**config.mk**
```make
export PLATFORM = sky130hd
export DESIGN_NAME = aho_ctrl
export DESIGN_NICKNAME = d
export VERILOG_FILES = /design/src/hw/rtl/aho_pkg.sv /design/src/hw/rtl/aho_ctrl.sv
export SDC_FILE = /design/constraint.sdc
export NUM_CORES = 1
export LEC_CHECK = 0
export BUFFER_PORTS_ARGS = -buffer_cell sky130_fd_sc_hd__clkbuf_2
export CORE_ASPECT_RATIO = 0.75
export CORE_MARGIN = 1.5
export CORE_UTILIZATION = 50
export CTS_CLUSTER_SIZE = 14
export DETAILED_ROUTE_END_ITERATION = 10
export GPL_TIMING_DRIVEN = 0
export PLACE_DENSITY_LB_ADDON = 0.1
export RECOVER_POWER = 50
export SYNTH_ARGS = -nofsm -noshare
export SYNTH_HDL_FRONTEND = slang
export SYNTH_SLANG_ARGS = --single-unit
```
**constraint.sdc**
```tcl
create_clock -name clk_i -period 2.55 [get_ports clk_i]
set_clock_uncertainty 0.15 [all_clocks]
set_input_delay 0.3825 -clock clk_i [delete_from_list [all_inputs] [get_ports clk_i]]
set_output_delay 0.3825 -clock clk_i [all_outputs]
set_load 0.005 [all_outputs]
```
**src/hw/rtl/aho_pkg.sv**
```systemverilog
// Shared constants, codes and request/result types of the Aho-Corasick matcher.
package aho_pkg;

  // Automaton sizing
  localparam int NODES       = 256;
  localparam int CHAR_BITS   = 8;
  localparam int PATTERNS    = 256;
  localparam int MAX_DEPTH   = 32;
  localparam int MAX_RESULTS = 32;

  localparam int NODE_W  = $clog2(NODES);
  localparam int NCNT_W  = $clog2(NODES + 1);
  localparam int PAT_W   = $clog2(PATTERNS);
  localparam int PCNT_W  = $clog2(PATTERNS + 1);
  localparam int LEN_W   = $clog2(MAX_DEPTH + 1);
  localparam int PBUF_N  = MAX_DEPTH + 1;
  localparam int PBUF_W  = $clog2(PBUF_N);
  localparam int RES_W   = $clog2(MAX_RESULTS + 1);
  localparam int CHILD_N = NODES << CHAR_BITS;

  // Action codes of a request
  localparam logic [1:0] ACT_INSERT = 2'd0;
  localparam logic [1:0] ACT_SEARCH = 2'd1;
  localparam logic [1:0] ACT_ROOT   = 2'd2;

  typedef enum logic [1:0] {
    ST_ACCEPTED = 2'd0,
    ST_NO_MATCH = 2'd1,
    ST_MATCH    = 2'd2,
    ST_FULL     = 2'd3
  } status_e;

  typedef struct packed {
    logic [1:0] action;
    logic [7:0] symbol;
    logic       pattern_end;
  } req_t;

  typedef struct packed {
    status_e    status;
    logic [7:0] match_id;
    logic [5:0] match_length;
    logic [7:0] current_node;
    logic       run_last;
  } res_t;

  // Controller to datapath commands
  typedef struct packed {
    logic clear;
    logic load;
    logic push_reject;
    logic push_misc;
    logic ins_commit;
    logic ps_walk;
    logic walk_step;
    logic walk_u;
    logic k_init;
    logic k_read;
    logic k_eval;
    logic push_match;
    logic push_nomatch;
    logic flush;
  } cmd_t;

  // Datapath to controller status
  typedef struct packed {
    logic       clr_done;
    logic [1:0] action;
    logic       ins_reject;
    logic       walk_zero;
    logic       jneg;
    logic       k_fin;
    logic       term;
    logic       u_zero;
    logic       cnt_last;
    logic       cnt_zero;
  } stat_t;

endpackage

```
**src/hw/rtl/aho_ctrl.sv**
```systemverilog
// Controller state machine of the matcher: sequences inserts, path walks and suffix scans.
module aho_ctrl import aho_pkg::*; (
  input  logic  clk_i,
  input  logic  rst_ni,
  input  logic  start,
  output logic  busy,
  input  stat_t stat_i,
  output cmd_t  cmd_o
);

  typedef enum logic [16:0] {
    S_IDLE  = 17'h00001,
    S_I_LA  = 17'h00002,
    S_I_LB  = 17'h00004,
    S_I_LC  = 17'h00008,
    S_PWA   = 17'h00010,
    S_PWB   = 17'h00020,
    S_KS    = 17'h00040,
    S_KR    = 17'h00080,
    S_LA    = 17'h00100,
    S_LB    = 17'h00200,
    S_LC    = 17'h00400,
    S_OUT   = 17'h00800,
    S_OP1   = 17'h01000,
    S_OP2   = 17'h02000,
    S_END   = 17'h04000,
    S_FLUSH = 17'h08000,
    S_CLEAR = 17'h10000
  } state_e;

  state_e state_q, state_d;

  assign busy = (state_q != S_IDLE);

  // Next state and commands
  always_comb begin
    state_d = state_q;
    cmd_o   = '0;
    case (state_q)
      // Zero the child table after reset
      S_CLEAR: begin
        cmd_o.clear = 1'b1;
        if (stat_i.clr_done) begin
          state_d = S_IDLE;
        end
      end
      S_IDLE: begin
        if (start) begin
          cmd_o.load = 1'b1;
          case (stat_i.action)
            ACT_INSERT: begin
              if (stat_i.ins_reject) begin
                cmd_o.push_reject = 1'b1;
                state_d = S_FLUSH;
              end else begin
                state_d = S_I_LA;
              end
            end
            ACT_SEARCH: state_d = S_PWA;
            default: begin
              cmd_o.push_misc = 1'b1;
              state_d = S_FLUSH;
            end
          endcase
        end
      end
      S_I_LA: state_d = S_I_LB;
      S_I_LB: state_d = S_I_LC;
      S_I_LC: begin
        cmd_o.ins_commit = 1'b1;
        state_d = S_FLUSH;
      end
      // Collect the path of a node up to the root
      S_PWA: begin
        if (stat_i.walk_zero) begin
          state_d = S_KS;
        end else begin
          cmd_o.ps_walk = 1'b1;
          state_d = S_PWB;
        end
      end
      S_PWB: begin
        cmd_o.walk_step = 1'b1;
        state_d = S_PWA;
      end
      // Longest suffix present in the trie
      S_KS: begin
        cmd_o.k_init = 1'b1;
        state_d = stat_i.jneg ? S_OUT : S_KR;
      end
      S_KR: begin
        cmd_o.k_read = 1'b1;
        state_d = S_LA;
      end
      S_LA: state_d = S_LB;
      S_LB: state_d = S_LC;
      S_LC: begin
        cmd_o.k_eval = 1'b1;
        state_d = stat_i.k_fin ? S_OUT : S_KR;
      end
      // Report along the output chain
      S_OUT: begin
        if (stat_i.term) begin
          state_d = S_OP1;
        end else if (stat_i.u_zero) begin
          state_d = S_END;
        end else begin
          cmd_o.walk_u = 1'b1;
          state_d = S_PWA;
        end
      end
      S_OP1: state_d = S_OP2;
      S_OP2: begin
        cmd_o.push_match = 1'b1;
        if (stat_i.cnt_last) begin
          state_d = S_FLUSH;
        end else if (stat_i.u_zero) begin
          state_d = S_END;
        end else begin
          cmd_o.walk_u = 1'b1;
          state_d = S_PWA;
        end
      end
      S_END: begin
        cmd_o.push_nomatch = stat_i.cnt_zero;
        state_d = S_FLUSH;
      end
      S_FLUSH: begin
        cmd_o.flush = 1'b1;
        state_d = S_IDLE;
      end
      default: state_d = S_IDLE;
    endcase
  end

  always_ff @(posedge clk_i or negedge rst_ni) begin
    if (!rst_ni) begin
      state_q <= S_CLEAR;
    end else begin
      state_q <= state_d;
    end
  end

endmodule

```
==> summary.md <==
| Metric | Value |
|---|---|
| FP Rows | 14 |
| Worst setup path startpoint | state_q[5] |
| Post-Syn Area | 1040 sq um |
| Pre-CTS setup slack | -0.169 ns |
| Fraction of layout cells with a size suffix above 1 | 51.2% |
| Slew HR | 38.5% |
| Initial antenna violation count | 0 |
| First-pass GRT wire length | 4.64 mm |
| RR Startpoint | state_q[5] |
| Placed Cells | 157 |
| Failing checks | setup timing |
| Vias | 1033 |
| Minimum clock period | 2.79 ns |
| Die extent in y | 42.4 microns |
| Placer Congestion | 0.829 |
| Area grow syn2layout | 46.4% |
| Syn Nets | 119 |
| Placed Area | 1210 sq um |
| Cells on worst reg2reg path | 9 |
| Final setup viols | 8 |
| GRT overflow | 0 |
| Setup repair after global routing missed its margin | yes |
| Starting Density | 52.4% |
| Final hold violations | 0 |
| CTS tree | done |
| Clock transition at the registers of the reported paths | 0.09 ns |
| Total iterations of the first detailed-routing run | 4 |
| Clk root buf | clkbuf_4 |
| Core area | 1980 sq um |
| Max-cap violation count | 0 |
| Hold WC Path Type | primary input to flip-flop |
| Avg Cell Area, Syn | 9.88 sq um |
| Detailed-route wire length | 2.84 mm |
| H-tree depth | 1 |
| Final setup margin | -0.243 ns |
| PwrDens | 756 nW/um^2 |
| Crit. End Element | primary output |
| Hold Slack | 0.107 ns |
| Clk sinks | 17 |
| Hold Crit Depth | 2 |
| Vias in the first global route | 1020 |
| Fillcell total | 134 |
| Worst vdd ir | 0.000553 V |
| Period utilisation layout | 110% |
| Die X | 55.6 microns |
| RR Endpoint | state_q[4] |
| CP arrival | 2.26 ns |
| #FFs+latches synth | 17 |
| Die ar. | 2360 sq um |
| Total power | 1150 uW |
| Hold path startpoint | stat_i[10] |
| Status | finished, violations left |
| DR DRC count | 0 |
| Post-Syn Instances | 105 |
| Total of warnings raised by yosys | 0 |
| Post-synthesis sequential area ratio | 41.1% |
| Clock Path Buffers | 2 |
| WHS Endpoint | state_q[16] |
| Leak | 0.000682 uW |
| Initial DRC count | 31 |
| Max Fclk | 0.358 GHz |
| Final #Nets | 175 |
| Regs by FF count | state_q (17) |
| Vias per cell | 5.61 |
| Worst skew pair latency | 0.29 ns |
| Post-DP HPWL | 1.75 mm |
| Largest net degree at the start of global routing | 18 |
| Post-synth ARST share | 100% |
| Non-filler cells in the finished layout | 184 |
| Critical Path RT | 2.02 ns |
| Critical path class | flip-flop to primary output |
| Num CTS Buffers | 3 |
| Crit path launch type | flip-flop |
| Post-route cell area | 1520 sq um |
| Library cells used by synthesis | 37 |
| N_diodes | 0 |
| Antenna violation net count after detailed routing | 0 |
| WL/cell | 15.4 microns |
| Slew @ Worst Pin | 0.923 ns |
| PortBufs | 28 |
| Biggest register | state_q |
| R2r setup slk | 0.22 ns |
| Main flop type after synthesis | dfrtp_1 |
| I/O Pins | 29 |
| EDFF count, synth | 0 |
| Fin. max-slew vios | 0 |
| Gr usage total | 25.7% |
| Critical Path Fanout Max | 8 |
| Max reg flops | 17 |
-- Yosys cell counts (3+ instances only) --
| library cell | n | area share, % |
|---|---|---|
| a21oi_1 | 3 | 1.4 |
| inv_1 | 9 | 3.3 |
| nor4_1 | 5 | 3.0 |
| nor4b_1 | 4 | 3.4 |
| nor3_1 | 6 | 2.9 |
| nor3b_1 | 3 | 2.2 |
| nand2_1 | 4 | 1.4 |
| nand3b_1 | 3 | 2.2 |
| nand4_1 | 4 | 2.4 |
| dfrtp_1 | 16 | 39 |
| nor2_1 | 11 | 4.0 |
| xnor2_1 | 3 | 2.5 |
-- cell families (layout without fill, tap and decap cells) --
logic type	after synthesis	in the layout	share of synthesized area, %
buf+inv	9	64	3.26
simple gates	61	61	43.1
xor+xnor	5	5	4.22
flops	17	17	41.1
compound gates	13	13	8.32
-- critical path, cell delays in order, from the launching register on --
cell and delay [ns]:
dfrtp_2 0.50, nor4_4 0.27, nand4_2 0.14, or3_4 0.36, nor3b_4 0.23, nand2_2 0.10
nor4b_2 0.21, buf_2 0.15
-- layout make-up --
type / instances / area [sq um] / area share, %
multi-input cells: 79 / 681 / 44.8
flip-flops and latches: 17 / 434 / 28.6
repair buffers: 51 / 314 / 20.7
inverters: 9 / 33.8 / 2.22
well taps: 24 / 30.0 / 1.98
clock buffers: 4 / 26.3 / 1.73
-- per-stage QoR --
step,setup TNS (ns),utilization [%]
floorplan,0,-
global placement,-0.185,61.0
detailed placement,-0.318,61.0
CTS,-1.61,71.0
global route,-2.80,76.7
finish,-1.22,76.7
-- how the worst max path moves through the flow --
stage / slack (ns) / end
after floorplan: 0.13 / cmd_o[11]
after global placement: -0.14 / cmd_o[11]
after detailed placement: -0.17 / cmd_o[11]
after CTS: -0.34 / cmd_o[11]
after global routing: -0.38 / cmd_o[11]
final: -0.24 / cmd_o[11]
-- power by group --
group	switching (uW)	internal, uW	leakage (uW)
logic	298	359	0.000448
registers	51.5	295	0.000219
clock network	84.3	60.9	0.0000150
-- metal layers --
| layer | GRT usage, % | part of all wire [%] |
|---|---|---|
| met3 | 8.95 | 4.7 |
| met2 | 40.2 | 48 |
| met4 | 9.27 | 0.95 |
| met5 | 0 | 0 |
| met1 | 33.1 | 46 |
-- cell usage in the layout, fill, tap and decap left out, types with 3 or more instances in the layout --
cell type  count
nor3_1         4
clkbuf_2      24
buf_4         22
dfrtp_1       10
nand2_1        4
xnor2_1        3
nor3b_1        3
clkbuf_4       3
nand3b_1       3
nor4_4         3
dfrtp_2        6
nor4_1         3
buf_2          3
nand4_1        4
nor2_1        10
nor4b_2        3
inv_1          8
-- what timing repair did --
| action | CTS | global route |
|---|---|---|
| endpoints found under the hold margin | 16 | 0 |
| gates resized for setup | 11 | 16 |
| pin swaps | 9 | 11 |
| endpoints found under the setup margin | 13 | 13 |
| buffers inserted | 16 | 6 |
| hold buffers | 1 | 0 |
No activity file was read; power rests on OpenSTA's default activity.
